<file path="src/rtl/core/qrm_pkg.sv">
// ----------------------------------------------------------------------------
// qrm_pkg
// Shared widths, payload types and helpers of the quaternion to matrix block.
// ----------------------------------------------------------------------------
package qrm_pkg;

   localparam int CW    = 16;          // component and element width
   localparam int FW    = CW - 1;      // fraction bits
   localparam int PW    = 2 * CW;      // product width
   localparam int NW    = 2 * CW + 2;  // norm / remainder width
   localparam int SW    = NW + 1;      // signed numerator width
   localparam int QW    = FW + 2;      // raw quotient width
   localparam int NSTEP = FW + 2;      // divider steps
   localparam int NLANE = 9;

   typedef struct packed {
      logic signed [CW-1:0] qw;
      logic signed [CW-1:0] qx;
      logic signed [CW-1:0] qy;
      logic signed [CW-1:0] qz;
   } req_type;

   typedef struct packed {
      logic signed [CW-1:0] r00;
      logic signed [CW-1:0] r01;
      logic signed [CW-1:0] r02;
      logic signed [CW-1:0] r10;
      logic signed [CW-1:0] r11;
      logic signed [CW-1:0] r12;
      logic signed [CW-1:0] r20;
      logic signed [CW-1:0] r21;
      logic signed [CW-1:0] r22;
      logic                 zero_quat;
   } rsp_type;

   typedef struct packed {
      logic signed [PW-1:0] ww;
      logic signed [PW-1:0] xx;
      logic signed [PW-1:0] yy;
      logic signed [PW-1:0] zz;
      logic signed [PW-1:0] xy;
      logic signed [PW-1:0] xz;
      logic signed [PW-1:0] yz;
      logic signed [PW-1:0] wx;
      logic signed [PW-1:0] wy;
      logic signed [PW-1:0] wz;
   } prod_type;

   typedef struct packed {
      logic [NW-1:0]             n;
      logic [NLANE-1:0][NW-1:0]  rem;
      logic [NLANE-1:0][QW-1:0]  q;
      logic [NLANE-1:0]          neg;
      logic                      zero;
   } div_type;

   localparam logic signed [CW-1:0] ONE_SAT = CW'((1 << FW) - 1);

   function automatic logic signed [PW-1:0] smul(input logic signed [CW-1:0] a,
                                                 input logic signed [CW-1:0] b);
      return PW'(a) * PW'(b);
   endfunction

endpackage

</file>
<file path="src/rtl/core/qrm_div_step.sv">
// ----------------------------------------------------------------------------
// qrm_div_step
// One restoring division step across all nine lanes, registered.
// ----------------------------------------------------------------------------
module qrm_div_step #(
   parameter bit FIRST = 1'b0    // first step takes the integer bit, no shift
) (
   input  logic              clock,
   input  logic              reset,
   input  logic              in_valid,
   output logic              in_ready,
   input  qrm_pkg::div_type  in_data,
   output logic              out_valid,
   input  logic              out_ready,
   output qrm_pkg::div_type  out_data
);

   logic             valid_ff;
   qrm_pkg::div_type data_ff, data_in;
   logic [qrm_pkg::NW-1:0] trial [qrm_pkg::NLANE];
   logic                   ge    [qrm_pkg::NLANE];

   assign in_ready  = !valid_ff || out_ready;
   assign out_valid = valid_ff;
   assign out_data  = data_ff;

   always_comb begin
      data_in = in_data;
      for (int k = 0; k < qrm_pkg::NLANE; k++) begin
         trial[k] = FIRST ? in_data.rem[k] : {in_data.rem[k][qrm_pkg::NW-2:0], 1'b0};
         ge[k]    = (trial[k] >= in_data.n);
         data_in.rem[k] = ge[k] ? (trial[k] - in_data.n) : trial[k];
         data_in.q[k]   = {in_data.q[k][qrm_pkg::QW-2:0], ge[k]};
      end
   end

   always_ff @(posedge clock) begin
      if (reset) begin
         valid_ff <= 1'b0;
      end else if (in_ready) begin
         valid_ff <= in_valid;
      end
   end

   always_ff @(posedge clock) begin
      if (in_ready && in_valid) begin
         data_ff <= data_in;
      end
   end

endmodule

</file>
<file path="config.mk">
export PLATFORM = sky130hd
export DESIGN_NAME = qrm_div_step
export DESIGN_NICKNAME = d
export VERILOG_FILES = /design/src/rtl/core/qrm_pkg.sv /design/src/rtl/core/qrm_div_step.sv
export SDC_FILE = /design/constraint.sdc
export NUM_CORES = 1
export LEC_CHECK = 0
export ABC_CLOCK_PERIOD_IN_PS = 32200
export BUFFER_PORTS_ARGS = -buffer_cell sky130_fd_sc_hd__buf_2
export CAP_MARGIN = 10
export CORE_AREA = 2 2 399 401
export CTS_CLUSTER_SIZE = 14
export DETAILED_ROUTE_END_ITERATION = 10
export DIE_AREA = 0 0 401 403
export GPL_TIMING_DRIVEN = 0
export SYNTH_ARGS = -nofsm -noshare
export SYNTH_HDL_FRONTEND = slang
export SYNTH_SLANG_ARGS = --single-unit
</file>
<file path="constraint.sdc">
create_clock -name clock -period 32.2 [get_ports clock]
set_input_delay 6.44 -clock clock [delete_from_list [all_inputs] [get_ports clock]]
set_output_delay 6.44 -clock clock [all_outputs]
set_load 0.005 [all_outputs]
</file>
==> impl_metrics.py <==
metrics = {
    "clock_network": {
        "cts.sinks": 504,
        "cts_made_buffers": 69,
        "cts_root_buf": "clkbuf_16",
        "path_clk_slew_ns": 0.06,
        "ctsResizeCount": 0,
        "ctsHtreeMaxLevel": 3,
        "hold_buffers": 0,
        "clockBufferDepth": 3,
        "cts_tree": "done",
        "post_cts_buffers": 0,
        "insertion_delay_ns": 0.67,
    },
    "logic_synthesis": {
        "synth_top_area_share_pct": 43.7,
        "yosysSeqAreaShare_pct": 43.7,
        "syn_area_sq_um": 34600,
        "synth.largest_area_cell": "edfxtp_1",
        "ys_top_cells_by_area": "edfxtp_1, ha_1, a21oi_1, mux2_2, xnor2_1",
        "synth-seq-cells": 504,
        "synth-edff-count": 503,
        "yosysMostFrequentCell": "edfxtp_1",
        "yosysUniqueCellTypes": 91,
        "syn_nets": 4080,
        "ys.flop_type": "edfxtp_1",
        "synthArstFlopShare_pct": 0,
        "synth_common_cells": "edfxtp_1, a21oi_1, ha_1",
        "yosysWarningCount": 0,
        "synthCells": 3258,
        "syn_avg_cell_area_sq_um": 10.6,
    },
    "setup_path": {
        "critPathMaxFanout": 3,
        "path_buf_inv": 2,
        "end_kind": "output pin",
        "crit_type": "in -> out",
        "critical_path.startpoint_type": "primary input",
        "cp_cell_sequence": "buf_2, nand2b_1, buf_2",
        "cp_top_family": "buffers and inverters",
        "cp.depth": 3,
        "cpMostUsedCell": "buf_2",
        "crit_required_ns": 25.76,
        "critPathSlowestCell": "nand2b_1",
        "cpPeakStageDelay_ns": 0.16,
        "worstPathArrival_ns": 6.83,
        "rr_worst_depth": 5,
    },
    "power_and_ir_drop": {
        "p_int_w": 0.00155,
        "pwr-share-seq_pct": 36.2,
        "p_switching_w": 0.000739,
        "p_comb_share_pct": 28.1,
        "power_leakage_nw": 19.5,
        "vdd_drop_max_uv": 35.5,
        "p_clk_share_pct": 35.7,
        "swShare_pct": 32.3,
        "p_per_area_nw_per_um2": 50.5,
    },
    "timing": {
        "maxSlewViolCount": 0,
        "max_freq_ghz": 0.0753,
        "fin_skew_ns": 0.0310,
        "slew_headroom_pct": 16.7,
        "fin_crit_ns": 13.27,
        "finalCritPeriodShare_pct": 41.2,
        "setup_viol_count_final": 0,
        "worst_pin_slew_ns": 1.25,
        "hold_viol": 0,
        "rsz0062_at_grt": "false",
        "finalSetupTns_ns": 0,
    },
    "floorplanning": {
        "rows": 146,
        "start_util_pct": 22.0,
        "fp.dieH_um": 403,
        "dieArea_sq_um": 162000,
        "core_area_sq_um": 157000,
        "io_pins": 1012,
        "die_w_um": 401,
    },
    "layout": {
        "seq_area_sq_um": 15100,
        "final_util_pct": 28.8,
        "num-fill-cells": 16500,
        "syn2layout_area_growth_pct": 30.9,
        "drive_above_1_share_pct": 31.2,
        "fin_cells": 6504,
        "nets": 5171,
        "multi_input_area_sq_um": 18600,
    },
    "route": {
        "routed_wl_um": 172000,
        "vias_per_cell": 4.91,
        "drtIter0Drc": 2852,
        "wl_per_cell_um": 26.4,
        "via_count": 31900,
        "drtAntennaViolNets": 0,
        "post-route-drc-count": 0,
        "dr.pass1.iters": 6,
    },
    "global_route": {
        "grt_pass1_wl_um": 230000,
        "grt.total_usage_pct": 20.3,
        "grt_pass1_vias": 30300,
        "antenna_found_initial": 118,
        "grt-ovfl-total": 0,
        "grt_max_degree": 73,
    },
    "placement": {
        "portBuffers": 993,
        "dp_cells": 6349,
        "dp_hpwl_um": 138000,
        "place.gp.congestion": 0.946,
    },
    "run": {
        "maxCapViolations": 0,
    },
    "run_status": {
        "status": "finished, final reports clean",
    },
    "hold_path": {
        "holdPathStages": 2,
        "hold_class": "reg -> reg",
    },
}
worst paths after layout:
path / endpoint / slack [ns] / startpoint
setup / recovery: in_ready / 18.93 / out_ready
hold / removal: out_valid$_SDFFE_PP0N_ / 0.53 / out_valid$_SDFFE_PP0N_
setup reg to reg: out_data[162]$_DFFE_PP_ / 29.65 / out_valid$_SDFFE_PP0N_
hold reg to reg: out_valid$_SDFFE_PP0N_ / 0.53 / out_valid$_SDFFE_PP0N_
layout by cell type (no fill, tap or decap), types with 108 or more instances in the layout:
cell type  count
ha_1         306
a21o_1       163
xnor2_1      148
nand2_1      225
mux2_2       133
nor2_1       181
xor2_1       108
edfxtp_1     503
a21oi_1      312
o21ai_0      224
buf_2       1014
worst reg2reg max path, cell delays in order, from the launching register on:
cell and delay (ns):
dfxtp_1 0.31, nand2b_1 0.11, and2_4 0.55, buf_16 0.36, buf_16 0.36, buf_16 0.43
area by class of cell:
cell class	count	share of cell area [%]
multi-input cells	2540	41.0
flip-flops and latches	504	33.4
clock inverters	48	1.29
inverters	122	1.01
repair buffers	1020	12.6
well taps	2072	5.72
plain buffers	92	0.981
clock buffers	74	3.85
diodes	32	0.177
per-layer routing:
metal  wire (um)  track usage, %  share of wire (%)  vias to the layer above
li1            -               -                  -                    14600
met4       10200            11.4                5.9                       52
met2       79200            33.1                 46                     1642
met1       65900            23.8                 38                    15200
met3       16200            6.10                9.4                      366
met5         325               0               0.19                        -
cells by family after synthesis:
family / count (synthesis) / share of synthesized area (%)
AO/OA/AOI/OAI: 1011 / 18.6
XOR/XNOR: 256 / 6.48
adder cells (fa/ha/maj): 315 / 11.6
buffers and inverters: 214 / 2.60
flip-flops: 504 / 43.7
multiplexers: 173 / 5.89
AND/OR/NAND/NOR: 785 / 11.1
stage by stage:
step | power, W | hold WS, ns | cell area (sq um) | setup WS, ns
after global placement | 0.00149 | 0.488 | 42200 | 6.95
after global routing | 0.00240 | 0.563 | 45200 | 18.90
after CTS | 0.00232 | 0.533 | 45200 | 18.92
after detailed placement | 0.00148 | 0.525 | 42900 | 18.92
after floorplan | 0.00123 | 0.522 | 34600 | 13.29
final | 0.00229 | 0.530 | 45300 | 18.93
state kept, by name (all words and copies together), names as in the netlist:
signal     cells
out_data     503
out_valid      1
power groups by stage:
stage	clock network, W	logic, W	registers, W
2_1_floorplan	0	0.000367	0.000861
3_3_place_gp	0	0.000620	0.000872
3_5_place_dp	0	0.000636	0.000842
4_1_cts	0.000847	0.000641	0.000830
5_1_grt	0.000865	0.000698	0.000833
6_report	0.000816	0.000642	0.000829
(Power assumes the default switching activity.)
