`src/rtl/core/qrm_pkg.sv`:
```
// ----------------------------------------------------------------------------
// qrm_pkg
// Shared widths, payload types and helpers of the quaternion to matrix block.
// ----------------------------------------------------------------------------
package qrm_pkg;

   localparam int CW    = 16;          // component and element width
   localparam int FW    = CW - 1;      // fraction bits
   localparam int PW    = 2 * CW;      // product width
   localparam int NW    = 2 * CW + 2;  // norm / remainder width
   localparam int SW    = NW + 1;      // signed numerator width
   localparam int QW    = FW + 2;      // raw quotient width
   localparam int NSTEP = FW + 2;      // divider steps
   localparam int NLANE = 9;

   typedef struct packed {
      logic signed [CW-1:0] qw;
      logic signed [CW-1:0] qx;
      logic signed [CW-1:0] qy;
      logic signed [CW-1:0] qz;
   } req_type;

   typedef struct packed {
      logic signed [CW-1:0] r00;
      logic signed [CW-1:0] r01;
      logic signed [CW-1:0] r02;
      logic signed [CW-1:0] r10;
      logic signed [CW-1:0] r11;
      logic signed [CW-1:0] r12;
      logic signed [CW-1:0] r20;
      logic signed [CW-1:0] r21;
      logic signed [CW-1:0] r22;
      logic                 zero_quat;
   } rsp_type;

   typedef struct packed {
      logic signed [PW-1:0] ww;
      logic signed [PW-1:0] xx;
      logic signed [PW-1:0] yy;
      logic signed [PW-1:0] zz;
      logic signed [PW-1:0] xy;
      logic signed [PW-1:0] xz;
      logic signed [PW-1:0] yz;
      logic signed [PW-1:0] wx;
      logic signed [PW-1:0] wy;
      logic signed [PW-1:0] wz;
   } prod_type;

   typedef struct packed {
      logic [NW-1:0]             n;
      logic [NLANE-1:0][NW-1:0]  rem;
      logic [NLANE-1:0][QW-1:0]  q;
      logic [NLANE-1:0]          neg;
      logic                      zero;
   } div_type;

   localparam logic signed [CW-1:0] ONE_SAT = CW'((1 << FW) - 1);

   function automatic logic signed [PW-1:0] smul(input logic signed [CW-1:0] a,
                                                 input logic signed [CW-1:0] b);
      return PW'(a) * PW'(b);
   endfunction

endpackage

```
`src/rtl/core/qrm_numer.sv`:
```
// ----------------------------------------------------------------------------
// qrm_numer
// Numerator stage: squared norm, nine signed numerators split into sign and
// magnitude for the dividers.
// ----------------------------------------------------------------------------
module qrm_numer (
   input  logic               clock,
   input  logic               reset,
   input  logic               in_valid,
   output logic               in_ready,
   input  qrm_pkg::prod_type  in_data,
   output logic               out_valid,
   input  logic               out_ready,
   output qrm_pkg::div_type   out_data
);

   logic             valid_ff;
   qrm_pkg::div_type data_ff, data_in;

   logic signed [qrm_pkg::SW-1:0] ww, xx, yy, zz, xy, xz, yz, wx, wy, wz, n_s;
   logic signed [qrm_pkg::SW-1:0] num [qrm_pkg::NLANE];
   logic signed [qrm_pkg::SW-1:0] mag [qrm_pkg::NLANE];

   assign in_ready  = !valid_ff || out_ready;
   assign out_valid = valid_ff;
   assign out_data  = data_ff;

   always_comb begin
      ww  = qrm_pkg::SW'(in_data.ww);
      xx  = qrm_pkg::SW'(in_data.xx);
      yy  = qrm_pkg::SW'(in_data.yy);
      zz  = qrm_pkg::SW'(in_data.zz);
      xy  = qrm_pkg::SW'(in_data.xy);
      xz  = qrm_pkg::SW'(in_data.xz);
      yz  = qrm_pkg::SW'(in_data.yz);
      wx  = qrm_pkg::SW'(in_data.wx);
      wy  = qrm_pkg::SW'(in_data.wy);
      wz  = qrm_pkg::SW'(in_data.wz);
      n_s = (ww + xx) + (yy + zz);

      num[0] = n_s - ((yy + zz) <<< 1);
      num[1] = (xy + wz) <<< 1;
      num[2] = (xz - wy) <<< 1;
      num[3] = (xy - wz) <<< 1;
      num[4] = n_s - ((xx + zz) <<< 1);
      num[5] = (yz + wx) <<< 1;
      num[6] = (xz + wy) <<< 1;
      num[7] = (yz - wx) <<< 1;
      num[8] = n_s - ((xx + yy) <<< 1);

      data_in.n    = n_s[qrm_pkg::NW-1:0];
      data_in.zero = (n_s == '0);
      for (int k = 0; k < qrm_pkg::NLANE; k++) begin
         data_in.neg[k] = num[k][qrm_pkg::SW-1];
         mag[k]         = num[k][qrm_pkg::SW-1] ? -num[k] : num[k];
         data_in.rem[k] = mag[k][qrm_pkg::NW-1:0];
         data_in.q[k]   = '0;
      end
   end

   always_ff @(posedge clock) begin
      if (reset) begin
         valid_ff <= 1'b0;
      end else if (in_ready) begin
         valid_ff <= in_valid;
      end
   end

   always_ff @(posedge clock) begin
      if (in_ready && in_valid) begin
         data_ff <= data_in;
      end
   end

endmodule

```
`config.mk`:
```
export PLATFORM = sky130hd
export DESIGN_NAME = qrm_numer
export DESIGN_NICKNAME = d
export VERILOG_FILES = /design/src/rtl/core/qrm_pkg.sv /design/src/rtl/core/qrm_numer.sv
export SDC_FILE = /design/constraint.sdc
export NUM_CORES = 1
export LEC_CHECK = 0
export CELL_PAD_IN_SITES_DETAIL_PLACEMENT = 2
export CELL_PAD_IN_SITES_GLOBAL_PLACEMENT = 2
export CORE_ASPECT_RATIO = 0.75
export CORE_MARGIN = 4
export CORE_UTILIZATION = 25
export CTS_CLUSTER_DIAMETER = 50
export CTS_CLUSTER_SIZE = 14
export DETAILED_ROUTE_END_ITERATION = 16
export DONT_BUFFER_PORTS = 1
export PLACE_DENSITY = 0.64
export SLEW_MARGIN = 20
export SYNTH_ARGS = -nofsm -noshare
export SYNTH_HDL_FRONTEND = slang
export SYNTH_SLANG_ARGS = --single-unit
```
`constraint.sdc`:
```
create_clock -name clock -period 9.6 [get_ports clock]
set_input_delay 0.96 -clock clock [delete_from_list [all_inputs] [get_ports clock]]
set_output_delay 0.96 -clock clock [all_outputs]
set_load 0.02 [all_outputs]
```
==> results by group, run 1 <==
Outcome
  – Status: complete, no violations

Job
  – Number of maximum-capacitance violations: 0

Layout
  – Final nets: 5406
  – # diodes: 0
  – Number of fill cells in the layout: 17975
  – Proportion of layout cells with a drive suffix above 1: 0.05983
  – P&R area growth vs syn: 11.16%
  – Utilization after layout: 0.2798

Setup path
  – Critical path endpoint category: flip-flop
  – Type of the worst setup path: in -> reg
  – Worst EP arrival: 9.47 ns
  – Slowest stage delay, CP: 0.46 ns
  – Crit path max fanout: 6
  – Critical path's top delay family: compound AO/OA/AOI/OAI gates
  – Slowest CP cell: fa_1
  – Worst Path Required: 9.95 ns
  – Element type at the critical path start: primary input
  – Cell seen most often among critical-path stages: a21o_1
  – WP buf/inv: 1

Power
  – Logic pwr share: 0.642
  – P_sw: 8830 uW
  – Power density over the cells: 393.2 mW/mm^2
  – IR Drop Worst-Case VDD: 0.2224 mV
  – Internal power: 8501 uW
  – Switch share: 0.5095
  – Portion of total power attributed to the clock network: 0.139
  – Leakage power summed over all cells: 0.01773 uW
  – Relative contribution of sequential cells to total power: 0.219

Timing
  – Worst-Margin Slew: 1.146 ns
  – Fmax: 109.6 MHz
  – Max_slew headroom: 0.2307
  – Final clock skew: 0.06619 ns
  – Final period util: 0.9506
  – Final setup violation count: 0
  – Hold Violations, Final: 0
  – Slew Limit Fails: 0
  – Post-route minimum period: 9.125 ns
  – Sum of negative setup slack: 0 ns
  – Setup repair after global routing missed its margin: no

CTS
  – Clock root buffer: clkbuf_16
  – Post-CTS setup buffers: 0
  – Clk sinks: 339
  – Insertion delay to the later sink of the worst-skew pair: 0.67 ns
  – Number of buffers inserted for hold repair after clock tree synthesis: 0
  – Clock input transition at the sequential cells of the worst setup and hold paths: 0.06 ns
  – H-Tree Depth: 3
  – Maximum clock insertion buffer count: 3
  – TritonCTS clock tree: built
  – Number of buffers added by the clock tree synthesis step: 66

Routing
  – Final WL: 169300 um
  – Average vias per placed instance: 5.118
  – Via count of the routed design: 34677
  – DRC viols: 0
  – Initial detailed-routing violation count: 2067
  – Wirelength per Cell: 24.99 um
  – Post-detailed-route count of antenna-violating nets: 0
  – First-pass detailed-route iteration total: 5

Placed design
  – Number of input and output port buffers inserted: 0
  – Weighted congestion at the end of routability-driven global placement: 0.9059
  – Placed wire-length estimate: 144100 um

Yosys
  – Synthesized cell area: 0.03965 sq mm
  – Ys async rst share: 0
  – Number of warnings printed during yosys synthesis: 0
  – Number of instances in the synthesized netlist: 4589
  – Mean Syn Cell Area: 8.640 sq um
  – Post-synthesis sequential area ratio: 0.2565
  – Post-synth EDFFs: 338
  – Most common flop cell mapped by yosys: edfxtp_1
  – Total of flip-flops plus latches after synthesis: 339
  – Synth cell types: 119

Global routing
  – Total congestion overflow: 0
  – Pin count of the biggest net entering global routing: 129
  – GR met2 Demand/Resource: 0.3146
  – Number of antenna violations at the first check in global routing: 1
  – GR peak layer: met2
  – GRT Overall Usage: 0.1965
  – First-pass GRT wire length: 246700 um
  – Met1 usage in global routing: 0.2715
  – Via count of the first global-routing pass: 36091
  – Met3 routing resource usage after global routing: 0.04261

Floorplanning
  – Starting utilization of the core area: 0.2517
  – Cell Rows: 126
  – Core area: 0.1575 sq mm
  – Die span in y: 352.9 um
  – Overall die area: 0.1651 sq mm
  – Io pins: 829
  – Horizontal extent of the die: 467.8 um

Min path
  – Worst hold path type: in -> reg
==> sequential cells by signal, summed over array words and instances, names as in the netlist <==
| name | cells |
|---|---|
| out_valid | 1 |
| out_data | 338 |
==> power by group through the flow <==
stage               Sequential [uW]  Combinational, uW  Clock, uW
finish                         3790              11100       2410
detailed placement             3850              11000          0
global placement               3860              10600          0
floorplan                      3500               7770          0
global route                   3820              12300       2550
CTS                            3840              11100       2490
==> placed cells by master (no fill, tap or decap), types with 159 or more instances in the layout <==
master	n
xor2_1	193
conb_1	159
inv_1	347
edfxtp_1	338
nor2_1	341
ha_1	425
nand2_1	229
o21ai_0	203
a21oi_1	418
xnor2_1	434
==> synth_stat cells, types with 18 or more instances <==
cell      number  area (sq um)
nor3_1       107         535.5
buf_2         20         100.1
nor3b_1       20         150.1
nor4_1        34         212.7
xor2_1       194          1699
nand2b_1      57         356.6
o21bai_1      60         450.4
nand4_1       42         262.8
clkbuf_1      79         296.5
nor2b_1       51         319.1
edfxtp_1     338         10150
and3_1        49         306.5
nor2_1       341          1280
o21ai_1       51         255.2
o211ai_1      33         247.7
o21a_1        44         330.3
a21o_1       130         975.9
fa_1          46         920.9
or2_2         18         112.6
or3_1         32         200.2
and2_1        41         256.5
a211oi_1      44         330.3
nand2_1      229         859.6
inv_1        347          1303
a21oi_1      420          2102
nand3_1       84         420.4
buf_4        166          1246
xnor2_1      436          3819
o21ai_0      203          1016
o31ai_1       44         330.3
a31oi_1       68         425.4
ha_1         425          5318
==> worst reg2reg max path, stage by stage, from the launching register on <==
cell and delay [ns]:
dfxtp_1 0.38, nand2b_1 0.27, and2_4 0.58, buf_4 0.66, buf_4 0.97
==> per-stage QoR <==
stage	hold WS (ns)	instance area (sq um)	setup WS (ns)	cells	power (uW)
6_report	0.3517	44070	0.4747	6775	17330
4_1_cts	0.2835	44030	0.4552	6775	17400
3_3_place_gp	0.7665	41770	0.1120	6655	14480
3_5_place_dp	0.7881	41770	-0.1978	6655	14840
2_1_floorplan	0.7289	40240	1.119	4747	11270
5_1_grt	0.2942	44070	0.01830	6775	18650
==> per-layer routing <==
layer,vias up,share of wire
met4,2,0.020
met5,-,0.00012
li1,16277,-
met3,133,0.056
met1,17553,0.47
met2,712,0.45
==> repair_timing <==
item,in CTS,in global routing
resized for setup,0,6
endpoints found under the hold margin,0,0
setup endpoints to repair,0,36
==> final timing paths <==
path                            slack (ns)    startpoint  depth (start not counted)       endpoint
worst max register to register        6.28     out_valid                          4  out_data[418]
worst max-delay path                  0.47  in_data[192]                         35  out_data[332]
worst min-delay path                  0.35         reset                          1      out_valid
worst min register to register        0.79     out_valid                          2      out_valid
==> cell type report <==
class / instances / area (sq um) / share of cell area
Timing Repair Buffer: 68 / 560.5 / 0.01272
Inverter: 359 / 1349 / 0.03060
Multi-Input combinational cell: 3777 / 27090 / 0.6148
Clock inverter: 49 / 586.8 / 0.01331
Clock buffer: 71 / 1670 / 0.03790
Tap cell: 2112 / 2643 / 0.05996
Sequential cell: 339 / 10170 / 0.2308
==> cell families after synthesis <==
kind of cell,share of synthesized area
compound gates,0.2117
simple gates,0.1548
xor+xnor,0.1412
buf+inv,0.07631
fa+ha+maj,0.1586
flops,0.2565
mux,0.0007889
other cells,0.00009458
Note: power is estimated with default switching activity, not from simulation.
==> inputs of run 2 (changes only) <==
- ABC_AREA: unset -> 1
- PLACE_DENSITY: 0.64 -> 0.68
==> run 2 against run 1 <==
  * Die area is 13% higher
  * Design area is 12% higher
  * Worst setup slack better by 1.0 ns
  * Utilization is 0.32 points lower
  * Final cell count is 33% higher
  * Count of clock-buffer cells in the layout stayed put
  * Non-clock buffer count is 50 lower
  * Clock power is 6% higher
  * First-iteration DRC count is 5.0% lower
  * Wire length is 22% higher
  * Register-to-register slack better by 0.30 ns
  * Global-route usage is 1.7 points higher
  * Highest routed layer unchanged
==> results by group, run 2 <==
Floorplanning
  – Starting utilization of the core area: 0.2521 (+0.0003658)
  – Die span in y: 375.1 um (+6.3%)
  – Io pins: 829 (unchanged)
  – Core area: 0.1782 sq mm (+13%)
  – Cell Rows: 134 (+6.3%)
  – Horizontal extent of the die: 497.5 um (+6.3%)
  – Overall die area: 0.1866 sq mm (+13%)

Power
  – Leakage power summed over all cells: 0.02332 uW (+32%)
  – Total power draw: 18880 uW (+8.9%)
  – Power density over the cells: 383.0 mW/mm^2 (-2.6%)
  – IR Drop Worst-Case VDD: 0.2717 mV (+22%)

Placed design
  – Weighted congestion at the end of routability-driven global placement: 0.9305 (+2.7%)
  – Number of instances in the placed design: 8913 (+34%)
  – Number of input and output port buffers inserted: 0 (unchanged)
  – Placed wire-length estimate: 179900 um (+25%)

CTS
  – Clk sinks: 339 (unchanged)
  – Insertion delay to the later sink of the worst-skew pair: 0.66 ns (about the same)
  – Maximum clock insertion buffer count: 3 (unchanged)
  – Resized Gates After CTS: 0 (unchanged)
  – Number of buffers inserted for hold repair after clock tree synthesis: 0 (unchanged)
  – H-Tree Depth: 3 (unchanged)
  – Post-CTS setup buffers: 0 (unchanged)
  – Clock input transition at the sequential cells of the worst setup and hold paths: 0.06 ns (about the same)
  – Number of buffers added by the clock tree synthesis step: 66 (unchanged)
  – TritonCTS clock tree: built
  – Clock root buffer: clkbuf_16

Min path
  – Hold_sp: reset
  – Worst hold path type: in -> reg

Yosys
  – Post-synth EDFFs: 338 (unchanged)
  – Synthesized cell area: 0.04493 sq mm (+13%)
  – Top cell types by occurrence after synthesis: 1670 x nand2_1, 925 x inv_1, 766 x nor2_1
  – Synth cell types: 72 (-39%)
  – Post-synthesis sequential area ratio: 0.2263 (-0.03016)
  – Main area contributors after synthesis: edfxtp_1 23%, nand2_1 14%, ha_1 12%
  – Ys async rst share: 0 (unchanged)
  – Largest area contributor in the netlist: edfxtp_1
  – Most common cell in the synthesized netlist: nand2_1
  – Mean Syn Cell Area: 6.797 sq um (-21%)
  – Share of the synthesized area in the top cell type: 0.2259 (-0.03010)
  – Number of warnings printed during yosys synthesis: 0 (unchanged)
  – Total of flip-flops plus latches after synthesis: 339 (unchanged)
  – Most common flop cell mapped by yosys: edfxtp_1
  – Number of instances in the synthesized netlist: 6611 (+44%)

Routing
  – Via count of the routed design: 43703 (+26%)
  – Average vias per placed instance: 4.837 (-5.5%)
  – Wirelength per Cell: 22.88 um (-8.4%)
  – Post-detailed-route count of antenna-violating nets: 0 (unchanged)
  – First-pass detailed-route iteration total: 5 (unchanged)
  – Initial detailed-routing violation count: 1963 (-5.0%)
  – DRC viols: 0 (unchanged)
  – Final WL: 206700 um (+22%)

Layout
  – Final nets: 7396 (+37%)
  – Most common cell after layout, fill and taps aside: nand2_1
  – Final Non-Filler Cells: 9035 (+33%)
  – Number of flip-flops in the largest register: 338 (unchanged)
  – P&R area growth vs syn: 9.718%
  – Proportion of layout cells with a drive suffix above 1: 0.04781 (-0.01203)
  – Most frequent cells in the layout: 1670 x nand2_1, 925 x inv_1, 766 x nor2_1

Timing
  – Max_slew headroom: 0.3253 (+0.09460)
  – Fmax: 123.6 MHz (+13%)
  – Final clock skew: 0.03906 ns (-0.02714 ns)
  – Post-route minimum period: 8.093 ns (-1.033 ns)
  – Worst-Margin Slew: 1.009 ns (-0.1371 ns)
  – Sum of negative setup slack: 0 ns (unchanged)
  – Final period util: 0.8430 (-0.1076)
  – Final setup violation count: 0 (unchanged)
  – Slew Limit Fails: 0 (unchanged)
  – Setup repair after global routing missed its margin: no
  – Hold Violations, Final: 0 (unchanged)

Setup path
  – Slowest stage delay, CP: 0.51 ns (+0.05 ns)
  – Worst Path Required: 10.03 ns (+0.08 ns)
  – Critical path endpoint category: flip-flop
  – Worst EP arrival: 8.52 ns (-0.95 ns)
  – Launch instance of the worst register-to-register path: out_valid
  – Cell seen most often among critical-path stages: nand2_1
  – Slowest CP cell: fa_1
  – Element type at the critical path start: primary input
  – Type of the worst setup path: in -> reg
  – Critical path startpoint: in_data[194]
  – Crit path max fanout: 25 (+19)

Global routing
  – Total congestion overflow: 0 (unchanged)
  – GRT Overall Usage: 0.2131 (+0.01662)
  – Pin count of the biggest net entering global routing: 111 (-14%)
  – Number of antenna violations at the first check in global routing: 13 (+12)
  – First-pass GRT wire length: 303300 um (+23%)
  – Via count of the first global-routing pass: 46596 (+29%)

Job
  – Number of maximum-capacitance violations: 0 (unchanged)

Outcome
  – Status: complete, no violations
==> run 2: cell count changes after synthesis, moves of 45 or more <==
| cell | delta |
|---|---|
| a21o_1 | -100 |
| and3_1 | -48 |
| clkbuf_1 | -45 |
| inv_1 | +578 |
| nand2_1 | +1441 |
| nand2b_1 | -57 |
| nand3_1 | +280 |
| nand4_1 | +64 |
| nor2_1 | +425 |
| nor2b_1 | -50 |
| xnor2_1 | -292 |
| xor2_1 | +186 |
==> run 2: metal layers <==
layer,global-route usage,part of all wire,vias up
met3,0.05263,0.061,178
met5,0,0.00039,-
li1,-,-,21110
met4,0.05163,0.026,10
met1,0.2814,0.46,21589
met2,0.3485,0.45,816
==> run 2: logic make-up after synthesis <==
logic type               share of synthesized area
AO/OA/AOI/OAI                               0.1097
XOR/XNOR                                    0.1060
AND/OR/NAND/NOR                             0.3019
other                                   0.00008346
flip-flops                                  0.2263
adder cells (fa/ha/maj)                     0.1388
buffers and inverters                       0.1171
==> run 2: report_power, final <==
part / switching (uW) / internal (uW) / leakage, uW
clock: 993 / 1560 / 0.00112
combinational: 8610 / 3860 / 0.0189
sequential: 1040 / 2820 / 0.00329
==> run 2: worst max-delay path, delay by kind of cell <==
family          cells  cell delay (ns)
compound gates      9             2.14
xor+xnor            2             0.41
fa+ha+maj           4             1.72
buf+inv             4             0.41
simple gates       25             2.85
==> run 2: path summary, 6_finish.rpt <==
kind / slack (ns) / end / depth (start not counted)
worst min-delay path: 0.36 / out_valid / 1
worst max-delay path: 1.51 / out_data[194] / 44
worst min register to register: 0.79 / out_valid / 2
worst max register to register: 6.58 / out_data[479] / 3
==> run 2: stage by stage <==
step | utilization | hold WS, ns | area (sq um) | setup WS, ns
4_1_cts | 0.2766 | 0.2736 | 49290 | 1.516
6_report | 0.2766 | 0.3590 | 49300 | 1.507
3_3_place_gp | 0.2635 | 0.7717 | 46960 | 1.152
2_1_floorplan | - | 0.7404 | 45540 | 2.457
3_5_place_dp | 0.2635 | 0.7966 | 46960 | 0.8518
5_1_grt | 0.2766 | 0.3013 | 49290 | 0.8107
==> run 2: layout make-up <==
cell class / instances / area, sq um
multi-input cells: 5231 / 30110
clock inverters: 48 / 644.4
flip-flops and latches: 339 / 10170
clock buffers: 71 / 1692
repair buffers: 18 / 147.6
inverters: 945 / 3555
fillers: 21439 / 128900
well taps: 2380 / 2978
diodes: 3 / 7.507
