<file path="src/rtl/core/qrm_pkg.sv">
// ----------------------------------------------------------------------------
// qrm_pkg
// Shared widths, payload types and helpers of the quaternion to matrix block.
// ----------------------------------------------------------------------------
package qrm_pkg;

   localparam int CW    = 16;          // component and element width
   localparam int FW    = CW - 1;      // fraction bits
   localparam int PW    = 2 * CW;      // product width
   localparam int NW    = 2 * CW + 2;  // norm / remainder width
   localparam int SW    = NW + 1;      // signed numerator width
   localparam int QW    = FW + 2;      // raw quotient width
   localparam int NSTEP = FW + 2;      // divider steps
   localparam int NLANE = 9;

   typedef struct packed {
      logic signed [CW-1:0] qw;
      logic signed [CW-1:0] qx;
      logic signed [CW-1:0] qy;
      logic signed [CW-1:0] qz;
   } req_type;

   typedef struct packed {
      logic signed [CW-1:0] r00;
      logic signed [CW-1:0] r01;
      logic signed [CW-1:0] r02;
      logic signed [CW-1:0] r10;
      logic signed [CW-1:0] r11;
      logic signed [CW-1:0] r12;
      logic signed [CW-1:0] r20;
      logic signed [CW-1:0] r21;
      logic signed [CW-1:0] r22;
      logic                 zero_quat;
   } rsp_type;

   typedef struct packed {
      logic signed [PW-1:0] ww;
      logic signed [PW-1:0] xx;
      logic signed [PW-1:0] yy;
      logic signed [PW-1:0] zz;
      logic signed [PW-1:0] xy;
      logic signed [PW-1:0] xz;
      logic signed [PW-1:0] yz;
      logic signed [PW-1:0] wx;
      logic signed [PW-1:0] wy;
      logic signed [PW-1:0] wz;
   } prod_type;

   typedef struct packed {
      logic [NW-1:0]             n;
      logic [NLANE-1:0][NW-1:0]  rem;
      logic [NLANE-1:0][QW-1:0]  q;
      logic [NLANE-1:0]          neg;
      logic                      zero;
   } div_type;

   localparam logic signed [CW-1:0] ONE_SAT = CW'((1 << FW) - 1);

   function automatic logic signed [PW-1:0] smul(input logic signed [CW-1:0] a,
                                                 input logic signed [CW-1:0] b);
      return PW'(a) * PW'(b);
   endfunction

endpackage

</file>
<file path="src/rtl/core/qrm_round.sv">
// ----------------------------------------------------------------------------
// qrm_round
// Output stage: round half away from zero, apply sign, saturate, and
// substitute the identity for a zero quaternion.
// ----------------------------------------------------------------------------
module qrm_round (
   input  logic              clock,
   input  logic              reset,
   input  logic              in_valid,
   output logic              in_ready,
   input  qrm_pkg::div_type  in_data,
   output logic              out_valid,
   input  logic              out_ready,
   output qrm_pkg::rsp_type  out_data
);

   localparam logic [qrm_pkg::QW-1:0] POS_MAX = qrm_pkg::QW'((1 << qrm_pkg::FW) - 1);
   localparam logic [qrm_pkg::QW-1:0] NEG_MAX = qrm_pkg::QW'(1 << qrm_pkg::FW);
   localparam logic signed [qrm_pkg::CW-1:0] NEG_SAT = qrm_pkg::CW'(1 << qrm_pkg::FW);

   logic             valid_ff;
   qrm_pkg::rsp_type data_ff, data_in;

   logic [qrm_pkg::QW:0]            qinc [qrm_pkg::NLANE];
   logic [qrm_pkg::QW-1:0]          qr   [qrm_pkg::NLANE];
   logic signed [qrm_pkg::CW-1:0]   e    [qrm_pkg::NLANE];

   assign in_ready  = !valid_ff || out_ready;
   assign out_valid = valid_ff;
   assign out_data  = data_ff;

   always_comb begin
      for (int k = 0; k < qrm_pkg::NLANE; k++) begin
         qinc[k] = {1'b0, in_data.q[k]} + 1'b1;
         qr[k]   = qinc[k][qrm_pkg::QW:1];
         if (in_data.neg[k]) begin
            e[k] = (qr[k] > NEG_MAX) ? NEG_SAT : qrm_pkg::CW'(-qr[k]);
         end else begin
            e[k] = (qr[k] > POS_MAX) ? qrm_pkg::ONE_SAT : qr[k][qrm_pkg::CW-1:0];
         end
         if (in_data.zero) begin
            e[k] = (k % 4 == 0) ? qrm_pkg::ONE_SAT : '0;
         end
      end
      data_in.r00       = e[0];
      data_in.r01       = e[1];
      data_in.r02       = e[2];
      data_in.r10       = e[3];
      data_in.r11       = e[4];
      data_in.r12       = e[5];
      data_in.r20       = e[6];
      data_in.r21       = e[7];
      data_in.r22       = e[8];
      data_in.zero_quat = in_data.zero;
   end

   always_ff @(posedge clock) begin
      if (reset) begin
         valid_ff <= 1'b0;
      end else if (in_ready) begin
         valid_ff <= in_valid;
      end
   end

   always_ff @(posedge clock) begin
      if (in_ready && in_valid) begin
         data_ff <= data_in;
      end
   end

endmodule

</file>
<file path="config.mk">
export PLATFORM = sky130hd
export DESIGN_NAME = qrm_round
export DESIGN_NICKNAME = d
export VERILOG_FILES = /design/src/rtl/core/qrm_pkg.sv /design/src/rtl/core/qrm_round.sv
export SDC_FILE = /design/constraint.sdc
export NUM_CORES = 1
export LEC_CHECK = 0
export BUFFER_PORTS_ARGS = -buffer_cell sky130_fd_sc_hd__buf_2
export CORE_AREA = 3 3 257 259
export CTS_CLUSTER_SIZE = 24
export DETAILED_ROUTE_END_ITERATION = 16
export DIE_AREA = 0 0 260 262
export REMOVE_ABC_BUFFERS = 1
export SYNTH_ARGS = -nofsm -noshare
export SYNTH_HDL_FRONTEND = slang
export SYNTH_SLANG_ARGS = --single-unit
</file>
<file path="constraint.sdc">
create_clock -name clock -period 5.22 [get_ports clock]
set_clock_uncertainty 0.1 [all_clocks]
set_input_delay 0.522 -clock clock [delete_from_list [all_inputs] [get_ports clock]]
set_output_delay 0.522 -clock clock [all_outputs]
set_load 0.03 [all_outputs]
</file>
==> qor.txt, run 1 <==
Status - finished, final reports clean
DRC violations left - 0
Reg2reg setup slack - 3100 ps
Startpoint Class - input port
Post CTS Setup Buffer Count - 0
H-tree depth - 4
Achievable frequency - 269 MHz
Layout Nets - 2534
Clock buffer depth - 2
Synthesized area - 14500 sq um
Most frequent cell after synthesis - nand2_1
Routed WL per cell - 16.8 um
Synth Flop Type - edfxtp_1
Pins Over Slew Limit - 0
Post-synth ARST share - 0%
Final worst path period share - 71.1%
Max-cap violations - 0
DIE WIDTH - 260 um
Sw frac - 37.2%
Seq pwr share - 37.6%
FP Rows - 93
Via/cell ratio - 4.99
Yosys top cell area share - 30.1%
Antenna violations before repair - 6
Clock-pin slew on the worst setup and hold paths - 90 ps
WHS - 79.5 ps
Post_cts resized - 0
First-pass GRT wire length - 73.9 mm
Yosys Warn Count - 0
Final wirelength - 48.2 mm
Comb power frac - 28.1%
Min-Delay Startpoint - reset
DR iter-0 viols - 966
Unrepaired setup endpoints after global routing - false
CP max stage delay - 550 ps
CTS Hold Bufs - 0
EDFF count, synth - 145
Overflow after GRT - 0
Die Area - 68100 sq um
Syn_area_per_cell - 8.26 sq um
Setup CP Type - in -> reg
Clock Power Share - 34.3%
Slowest-stage cell, CP - a2111oi_2
Clk Latency, worst-skew pair - 480 ps
Critical Path Fanout Max - 9
Final ANT Viol Nets - 0
Synth area leader - edfxtp_1
Area growth syn-to-layout - 20.4%
Post-synth cell types - 104
Largest net degree at the start of global routing - 63
P_int - 2.37 mW
CP most frequent cell - ha_1
Clock sinks - 146
Most frequent cells after synthesis - nand2_1, edfxtp_1, nor2_1, nand3_1, xnor2_1
Global Route Usage Sum - 13.8%
Synth Register Bits - 146
CP Capture Type - flop
Worst path cell trace - buf_2, ha_1, xor2_1, inv_1, ha_1, nand2_1, or2_1, a2111oi_2, nand3_2, o31ai_1, a22oi_2, a21o_1, a211oi_1
Worst R2R Start - out_valid$_SDFFE_PP0N_
Port bufs - 313
LEAKAGE - 6.20 nW
Slew @ Worst Pin - 1030 ps
Boundary pin count - 654
Arrival @ worst endpoint - 3840 ps
Reg area - 4370 sq um
Drt pass-1 iters - 5
CP required - 5350 ps
Largest cells by area after synthesis - edfxtp_1, xnor2_1, xor2_1
Sequential element share of the synthesized area - 30.2%
R2R depth - 3
Mapped Cells - 1752
Vias in the first global route - 13000
Min-Delay Path Depth - 2
Starting density of the core - 22.6%
Pwr per Cell Area - 217 nW/um^2
Hold Path End - out_valid$_SDFFE_PP0N_
Core Region - 64100 sq um
Vias - 14400
Multi-input logic area - 9460 sq um
RR Endpoint - out_data[19]$_SDFFCE_PP0P_
GPL Wtd Cong - 0.902
CTS Buf Count - 17
CTS tree - yes
Setup TNS - 0 ps
Root Buffer - clkbuf_16
Dpl hpwl - 37.0 mm
Hold Path Class - in -> reg
Fin cells - 2874
P_sw - 1.41 mW
Number of fill cells - 6921
Total power - 3.78 mW
Die Span Y - 262 um
Tmin final - 3710 ps
Worst vdd ir - 258 uV
Endpoints failing hold - 0
Max transition margin - 31.0%
Post-Place Cells - 2836
Final setup fails - 0
Layout cells sized above 1 - 20.7%
## worst max-delay path, delay by kind of cell
| family | cells | cell delay [ps] |
|---|---|---|
| xor gates and xnor gates | 1 | 190 |
| adders and majority gates | 2 | 500 |
| and+or+nand+nor | 3 | 500 |
| buffers and inverters | 2 | 230 |
| AOI/OAI and AO/OA | 5 | 1900 |
## through the flow
stage	utilization (%)	worst slack, ps	cell area, sq um
after floorplan	-	375	14100
after global placement	26.2	933	16800
after detailed placement	26.2	918	16800
after CTS	27.2	1490	17400
after global routing	27.2	1280	17400
final	27.2	1510	17400
## how the worst max path moves through the flow
stage | from | endpoint | slack (ps) | cells after the start
finish | in_data[44] | out_data[110]$_SDFFCE_PP0P_ | 1510 | 13
floorplan | out_ready | out_data[0]$_DFFE_PP_ | 370 | 2
global route | in_data[44] | out_data[110]$_SDFFCE_PP0P_ | 1280 | 13
detailed placement | in_data[44] | out_data[110]$_SDFFCE_PP0P_ | 920 | 13
CTS | in_data[44] | out_data[110]$_SDFFCE_PP0P_ | 1490 | 13
global placement | in_data[44] | out_data[110]$_SDFFCE_PP0P_ | 930 | 13
## cell type report
class	instances	area share, %
multi-input cells	1448	54.3
flip-flops and latches	146	25.1
repair buffers	323	9.51
well taps	855	6.14
clock buffers	17	2.44
inverters	64	1.38
clock inverters	15	1.07
diodes	6	0.0862
## power groups by stage
stage | logic (mW) | registers [mW] | clock network, mW
after floorplan | 0.472 | 1.62 | 0
after global placement | 1.06 | 1.45 | 0
after detailed placement | 1.06 | 1.45 | 0
after CTS | 1.07 | 1.42 | 1.35
after global routing | 1.17 | 1.43 | 1.39
final | 1.06 | 1.42 | 1.30
## kinds of logic after synthesis
family | share of synthesized area, %
flops | 30.2
compound gates | 20.5
fa+ha+maj | 2.33
mux | 3.35
xor+xnor | 11.2
simple gates | 28.0
buf+inv | 4.46
## registers in the layout (all words and copies together) (netlist names)
name	count
out_data	145
out_valid	1
## cell usage in the layout, fill, tap and decap left out, types with 27 or more instances in the layout
cell / instances
nand2_1: 163
xor2_1: 70
nor3_1: 80
inv_1: 62
nand3_1: 121
o21ai_0: 77
and3_1: 32
mux2i_1: 35
nand4_1: 42
xnor2_1: 115
buf_2: 312
edfxtp_1: 145
a21oi_1: 97
o211ai_1: 29
nor2_1: 133
ha_1: 27
nor4_1: 41
## per-layer routing
layer,track usage (%),share of wire (%),up-vias,wire length [um]
met4,4.24,1.6,4,792
met2,20.7,43,451,20700
met1,19.0,47,6671,22700
met5,0,0.054,-,26
li1,-,-,7179,-
met3,3.88,8.3,48,3990
Power figures use the tool's default switching activity.
==> run 2: changes to the inputs <==
--- a/config.mk
+++ b/config.mk
@@ -6,10 +6,10 @@
 export NUM_CORES = 1
 export LEC_CHECK = 0
 export BUFFER_PORTS_ARGS = -buffer_cell sky130_fd_sc_hd__buf_2
-export CORE_AREA = 3 3 257 259
+export CORE_AREA = 3 3 256 258
 export CTS_CLUSTER_SIZE = 24
 export DETAILED_ROUTE_END_ITERATION = 16
-export DIE_AREA = 0 0 260 262
+export DIE_AREA = 0 0 259 261
 export REMOVE_ABC_BUFFERS = 1
 export SYNTH_ARGS = -nofsm -noshare
 export SYNTH_HDL_FRONTEND = slang
==> constraint.sdc (replaced) <==
create_clock -name clock -period 3.1 [get_ports clock]
set_clock_uncertainty 0.1 [all_clocks]
set_input_delay 0.31 -clock clock [delete_from_list [all_inputs] [get_ports clock]]
set_output_delay 0.31 -clock clock [all_outputs]
set_load 0.03 [all_outputs]
==> qor.txt, run 2 (synthesis gave the netlist of run 1 again) <==
R2R depth - 3 (unchanged)
Clk Latency, worst-skew pair - 470 ps (was 480 ps)
Largest net degree at the start of global routing - 72 (was 63)
Commonest cells after routing, fill and taps aside - buf_2, buf_4, nand2_1 (was buf_2, nand2_1, edfxtp_1)
FP Rows - 92 (was 93)
Pwr per Cell Area - 348 nW/um^2 (was 217 nW/um^2)
Clock buffer depth - 2 (unchanged)
Starting density of the core - 22.9% (was 22.6%)
Area growth syn-to-layout - 30.4% (was 20.4%)
Critical Path Fanout Max - 5 (was 9)
Dpl hpwl - 40.2 mm (was 37.0 mm)
LEAKAGE - 7.14 nW (was 6.20 nW)
CTS Buf Count - 17 (unchanged)
Hold Path End - out_data[143]$_SDFFCE_PP1P_ (was out_valid$_SDFFE_PP0N_)
Pins Over Slew Limit - 0 (unchanged)
Final ANT Viol Nets - 0 (unchanged)
Reg2reg setup slack - 1370 ps (was 3100 ps)
Worst R2R Start - out_valid$_SDFFE_PP0N_ (unchanged)
Die Span Y - 261 um (was 262 um)
Final wirelength - 50.6 mm (was 48.2 mm)
Via/cell ratio - 4.95 (was 4.99)
Tmin final - 2890 ps
Overflow after GRT - 0 (unchanged)
Min-Delay Path Depth - 3 (was 2)
Number of fill cells - 6742 (was 6921)
Min-Delay Startpoint - in_data[1] (was reset)
Endpoints failing hold - 0 (unchanged)
Clock sinks - 146 (unchanged)
RR Endpoint - out_data[28]$_SDFFCE_PP0P_ (was out_data[19]$_SDFFCE_PP0P_)
Post CTS Setup Buffer Count - 0 (unchanged)
Arrival @ worst endpoint - 3140 ps (was 3840 ps)
Startpoint Class - input port (unchanged)
DIE WIDTH - 259 um (was 260 um)
Root Buffer - clkbuf_16 (unchanged)
H-tree depth - 4 (unchanged)
Core Region - 63200 sq um (was 64100 sq um)
Max transition margin - 45.5% (was 31.0%)
Unrepaired setup endpoints after global routing - false (unchanged)
Clock-pin slew on the worst setup and hold paths - 70 ps (was 90 ps)
Achievable frequency - 346 MHz
Drt pass-1 iters - 5 (unchanged)
Final setup fails - 0 (unchanged)
Largest register FFs - 145 (unchanged)
Post-route design area - 18900 sq um (was 17400 sq um)
Status - finished, final reports clean (unchanged)
Final worst path period share - 93.3%
CP Capture Type - flop (unchanged)
GPL Wtd Cong - 0.889 (was 0.902)
Worst vdd ir - 354 uV (was 258 uV)
Global Route Usage Sum - 14.6% (was 13.8%)
Setup CP Type - in -> reg (unchanged)
Vias - 15100 (was 14400)
Slew @ Worst Pin - 814 ps (was 1030 ps)
Layout Nets - 2722 (was 2534)
DR iter-0 viols - 942 (was 966)
Antenna violations before repair - 12 (was 6)
Dpl cell area - 18200 sq um (was 16800 sq um)
WHS - 185 ps (was 79.5 ps)
Layout cells sized above 1 - 27.4% (was 20.7%)
Die Area - 67600 sq um (was 68100 sq um)
Max-cap violations - 0 (unchanged)
Commonest non-fill, non-tap cell in the layout - buf_2 (unchanged)
CTS tree - yes (unchanged)
First-pass GRT wire length - 78.1 mm (was 73.9 mm)
Routed WL per cell - 16.6 um (was 16.8 um)
DRC violations left - 0 (unchanged)
Vias in the first global route - 14100 (was 13000)
Hold Path Class - in -> reg (unchanged)
Port bufs - 313 (unchanged)
Boundary pin count - 654 (unchanged)
CP required - 3350 ps (was 5350 ps)
Util after Layout - 29.9% (was 27.2%)
DP Worst Slack - -402 ps (was 918 ps)
Worst setup margin - 207 ps (was 1510 ps)
[run 2: changes by cell type in the layout (fill, tap and decap cells not counted), sizes merged]
cell | previous run | this run
clkinv | 7 | 4
diode | 6 | 3
dlygate4sd3 | 0 | 2
buf | 323 | 509
bufinv | 0 | 2
clkinvlp | 0 | 1
[run 2: final cells by class]
type                       instances  area [sq um]  share of cell area [%]
timing repair buffer             511          3100                    16.4
tap                              846          1060                    5.61
antenna                            3          7.51                  0.0398
clock inverter                    15           189                    1.00
multi-input combinational       1448          9480                    50.2
inverter                          64           240                    1.27
sequential                       146          4370                    23.2
clock buffer                      17           425                    2.25
[run 2: routing by layer]
layer,routed length [um],GRT usage (%),vias to the layer above
li1,-,-,7538
met3,3800,4.34,52
met2,22500,23.0,458
met4,992,4.56,12
met5,69,0,-
met1,23300,19.3,7039
[run 2: stage by stage]
step           std cells  TNS (ps)  total power, mW
3_5_place_dp        3013     -2270             4.39
5_1_grt             3050         0             6.96
6_report            3050         0             6.57
3_3_place_gp        3013     -2030             4.39
4_1_cts             3047         0             6.70
2_1_floorplan       1658   -236850             3.53
[run 2: repair_timing]
item | 4_1_cts | 5_1_grt
hold buffers | 2 | 0
gates resized for setup | 0 | 2
endpoints found under the hold margin | 1 | 0
setup endpoints to repair | 0 | 3
[run 2: critical path: stages]
cell and delay, ps:
buf_2 110, ha_1 210, xor2_1 160, inv_1 90
ha_1 170, nand2_1 60, or2_1 240, a2111oi_4 410
nand3_2 160, o31ai_1 300, a22oi_2 180, buf_4 180
o32ai_1 350, buf_4 190
[run 2: worst max path at each step]
stage | from | depth (start not counted) | endpoint
5_1_grt | in_data[44] | 14 | out_data[101]$_SDFFCE_PP0P_
6_report | in_data[44] | 14 | out_data[101]$_SDFFCE_PP0P_
2_1_floorplan | out_valid$_SDFFE_PP0N_ | 2 | out_data[0]$_DFFE_PP_
3_5_place_dp | in_data[44] | 13 | out_data[104]$_SDFFCE_PP0P_
3_3_place_gp | in_data[44] | 13 | out_data[104]$_SDFFCE_PP0P_
4_1_cts | in_data[44] | 13 | out_data[104]$_SDFFCE_PP0P_
[run 2: report_power, final]
group,total [mW],internal (mW),switching [mW]
Clock,2.22,1.23,0.996
Sequential,2.40,2.35,0.0527
Combinational,1.95,0.681,1.27
==> run 3: changes to the inputs <==
--- a/config.mk
+++ b/config.mk
@@ -6,10 +6,10 @@
 export NUM_CORES = 1
 export LEC_CHECK = 0
 export BUFFER_PORTS_ARGS = -buffer_cell sky130_fd_sc_hd__buf_2
-export CORE_AREA = 3 3 256 258
+export CORE_AREA = 3 3 257 259
 export CTS_CLUSTER_SIZE = 24
 export DETAILED_ROUTE_END_ITERATION = 16
-export DIE_AREA = 0 0 259 261
+export DIE_AREA = 0 0 260 262
 export REMOVE_ABC_BUFFERS = 1
 export SYNTH_ARGS = -nofsm -noshare
 export SYNTH_HDL_FRONTEND = slang
==> constraint.sdc (replaced) <==
create_clock -name clock -period 2.78 [get_ports clock]
set_clock_uncertainty 0.1 [all_clocks]
set_input_delay 0.278 -clock clock [delete_from_list [all_inputs] [get_ports clock]]
set_output_delay 0.278 -clock clock [all_outputs]
set_load 0.03 [all_outputs]
==> qor.txt, run 3 (synthesis gave the netlist of run 1 again) <==
Largest register FFs - 145 (unchanged)
Dpl cell area - 20000 sq um (was 18200 sq um)
Worst vdd ir - 472 uV (was 354 uV)
Multi-input logic area - 9540 sq um (was 9480 sq um)
P_int - 4.73 mW (was 4.26 mW)
Port bufs - 313 (unchanged)
Post-route design area - 20700 sq um (was 18900 sq um)
DP Worst Slack - -475 ps (was -402 ps)
Seq pwr share - 36.4% (was 36.6%)
Slew @ Worst Pin - 752 ps (was 814 ps)
Die Span Y - 262 um (was 261 um)
Total power - 7.37 mW (was 6.57 mW)
Reg2reg setup slack - 1090 ps (was 1370 ps)
FP Rows - 93 (was 92)
CP max stage delay - 420 ps (was 410 ps)
Comb power frac - 32.7% (was 29.7%)
Worst path cell trace - buf_2, ha_1, xor2_1, inv_1, ha_1, buf_4, nand3b_1, a2111oi_4, nand3_2, o31ai_2, a22oi_2, a21o_1, a211oi_1 (was buf_2, ha_1, xor2_1, inv_1, ha_1, nand2_1, or2_1, a2111oi_4, nand3_2, o31ai_1, a22oi_2, buf_4, o32ai_1, buf_4)
Routed WL per cell - 15.8 um (was 16.6 um)
LEAKAGE - 8.24 nW (was 7.14 nW)
Achievable frequency - 381 MHz
# diodes - 0 (was 3)
Pins Over Slew Limit - 0 (unchanged)
Slowest-stage cell, CP - a2111oi_4 (unchanged)
Final wirelength - 52.1 mm (was 50.6 mm)
Max transition margin - 49.7% (was 45.5%)
Largest net degree at the start of global routing - 34 (was 72)
Pwr per Cell Area - 357 nW/um^2 (was 348 nW/um^2)
Vias in the first global route - 15000 (was 14100)
Final worst path period share - 94.4%
Status - finished, final reports clean (unchanged)
CTS tree - yes (unchanged)
Max-cap violations - 0 (unchanged)
Tmin final - 2620 ps
CTS Buf Count - 17 (unchanged)
Clock buffer depth - 2 (unchanged)
Layout cells sized above 1 - 34.7% (was 27.4%)
Min-Delay Path Depth - 3 (unchanged)
Die Area - 68100 sq um (was 67600 sq um)
Via/cell ratio - 4.87 (was 4.95)
Endpoints failing hold - 0 (unchanged)
WHS - 163 ps (was 185 ps)
Sw frac - 35.8% (was 35.3%)
First-pass GRT wire length - 81.1 mm (was 78.1 mm)
Setup TNS - 0 ps (unchanged)
P_sw - 2.64 mW (was 2.32 mW)
Unrepaired setup endpoints after global routing - true (was false)
DRC violations left - 0 (unchanged)
Commonest non-fill, non-tap cell in the layout - buf_4 (was buf_2)
Layout Nets - 2954 (was 2722)
Critical Path Fanout Max - 7 (was 5)
Reg area - 4370 sq um (unchanged)
CP most frequent cell - ha_1
Drt pass-1 iters - 5 (unchanged)
Clock-pin slew on the worst setup and hold paths - 70 ps (about the same)
Starting density of the core - 22.6% (was 22.9%)
Core Region - 64100 sq um (was 63200 sq um)
Clk Latency, worst-skew pair - 480 ps (was 470 ps)
Final setup fails - 0 (unchanged)
Hold Path Class - in -> reg (unchanged)
Final ANT Viol Nets - 0 (unchanged)
GPL Wtd Cong - 0.883 (was 0.889)
Clock Power Share - 30.9% (was 33.8%)
Number of fill cells - 6756 (was 6742)
Dpl hpwl - 41.9 mm (was 40.2 mm)
Boundary pin count - 654 (unchanged)
Setup CP Type - in -> reg (unchanged)
Clock sinks - 146 (unchanged)
Overflow after GRT - 0 (unchanged)
Root Buffer - clkbuf_16 (unchanged)
Commonest cells after routing, fill and taps aside - buf_4, buf_2, nand2_1 (was buf_2, buf_4, nand2_1)
Area growth syn-to-layout - 42.8% (was 30.4%)
CP required - 2970 ps (was 3350 ps)
R2R depth - 3 (unchanged)
Vias - 16000 (was 15100)
Antenna violations before repair - 2 (was 12)
Arrival @ worst endpoint - 2820 ps (was 3140 ps)
Worst setup margin - 157 ps (was 207 ps)
Startpoint Class - input port (unchanged)
CP Capture Type - flop (unchanged)
DR iter-0 viols - 1035 (was 942)
H-tree depth - 4 (unchanged)
DIE WIDTH - 260 um (was 259 um)
Global Route Usage Sum - 15.0% (was 14.6%)
-- run 3: area by class of cell --
type	count	area share, %
multi-input combinational	1448	46.2
timing repair buffer	743	23.7
sequential	146	21.2
tap	855	5.18
inverter	64	1.16
clock buffer	17	2.06
clock inverter	15	0.599
-- run 3: worst paths after layout --
check,start,to
setup / recovery,in_data[44],out_data[108]$_SDFFCE_PP0P_
setup reg to reg,out_valid$_SDFFE_PP0N_,out_data[143]$_SDFFCE_PP1P_
hold / removal,in_data[1],out_data[131]$_SDFFCE_PP1P_
hold reg to reg,out_valid$_SDFFE_PP0N_,out_data[85]$_SDFFCE_PP0P_
-- run 3: power groups by stage --
stage | sequential (mW) | clock (mW) | combinational [mW]
floorplan | 3.04 | 0 | 0.887
global placement | 2.74 | 0 | 2.38
detailed placement | 2.74 | 0 | 2.39
CTS | 2.69 | 2.38 | 2.40
global route | 2.70 | 2.46 | 2.64
finish | 2.69 | 2.27 | 2.41
-- run 3: critical path: cells and delay by family --
kind	cells	cell delay (ps)
adders and majority gates	2	390
and+or+nand+nor	2	310
AOI/OAI and AO/OA	5	1330
xor gates and xnor gates	1	170
buffers and inverters	3	330
-- run 3: stage by stage --
stage / util [%] / cells
5_1_grt: 32.2 / 3288
4_1_cts: 32.1 / 3285
2_1_floorplan: - / 1658
3_3_place_gp: 31.2 / 3251
6_report: 32.2 / 3288
3_5_place_dp: 31.2 / 3251
-- run 3: routing by layer --
metal / up-vias / GRT usage, % / wire length [um]
li1: 8005 / - / -
met1: 7450 / 20.7 / 24800
met2: 500 / 22.8 / 22300
met3: 53 / 4.42 / 4210
met4: 4 / 3.82 / 789
met5: - / 0 / 23
-- run 3: timing repair --
action | CTS | global route
endpoints found under the setup margin | 0 | 26
buffers inserted | 0 | 3
resized for setup | 0 | 14
endpoints found under the hold margin | 1 | 0
hold buffers | 2 | 0
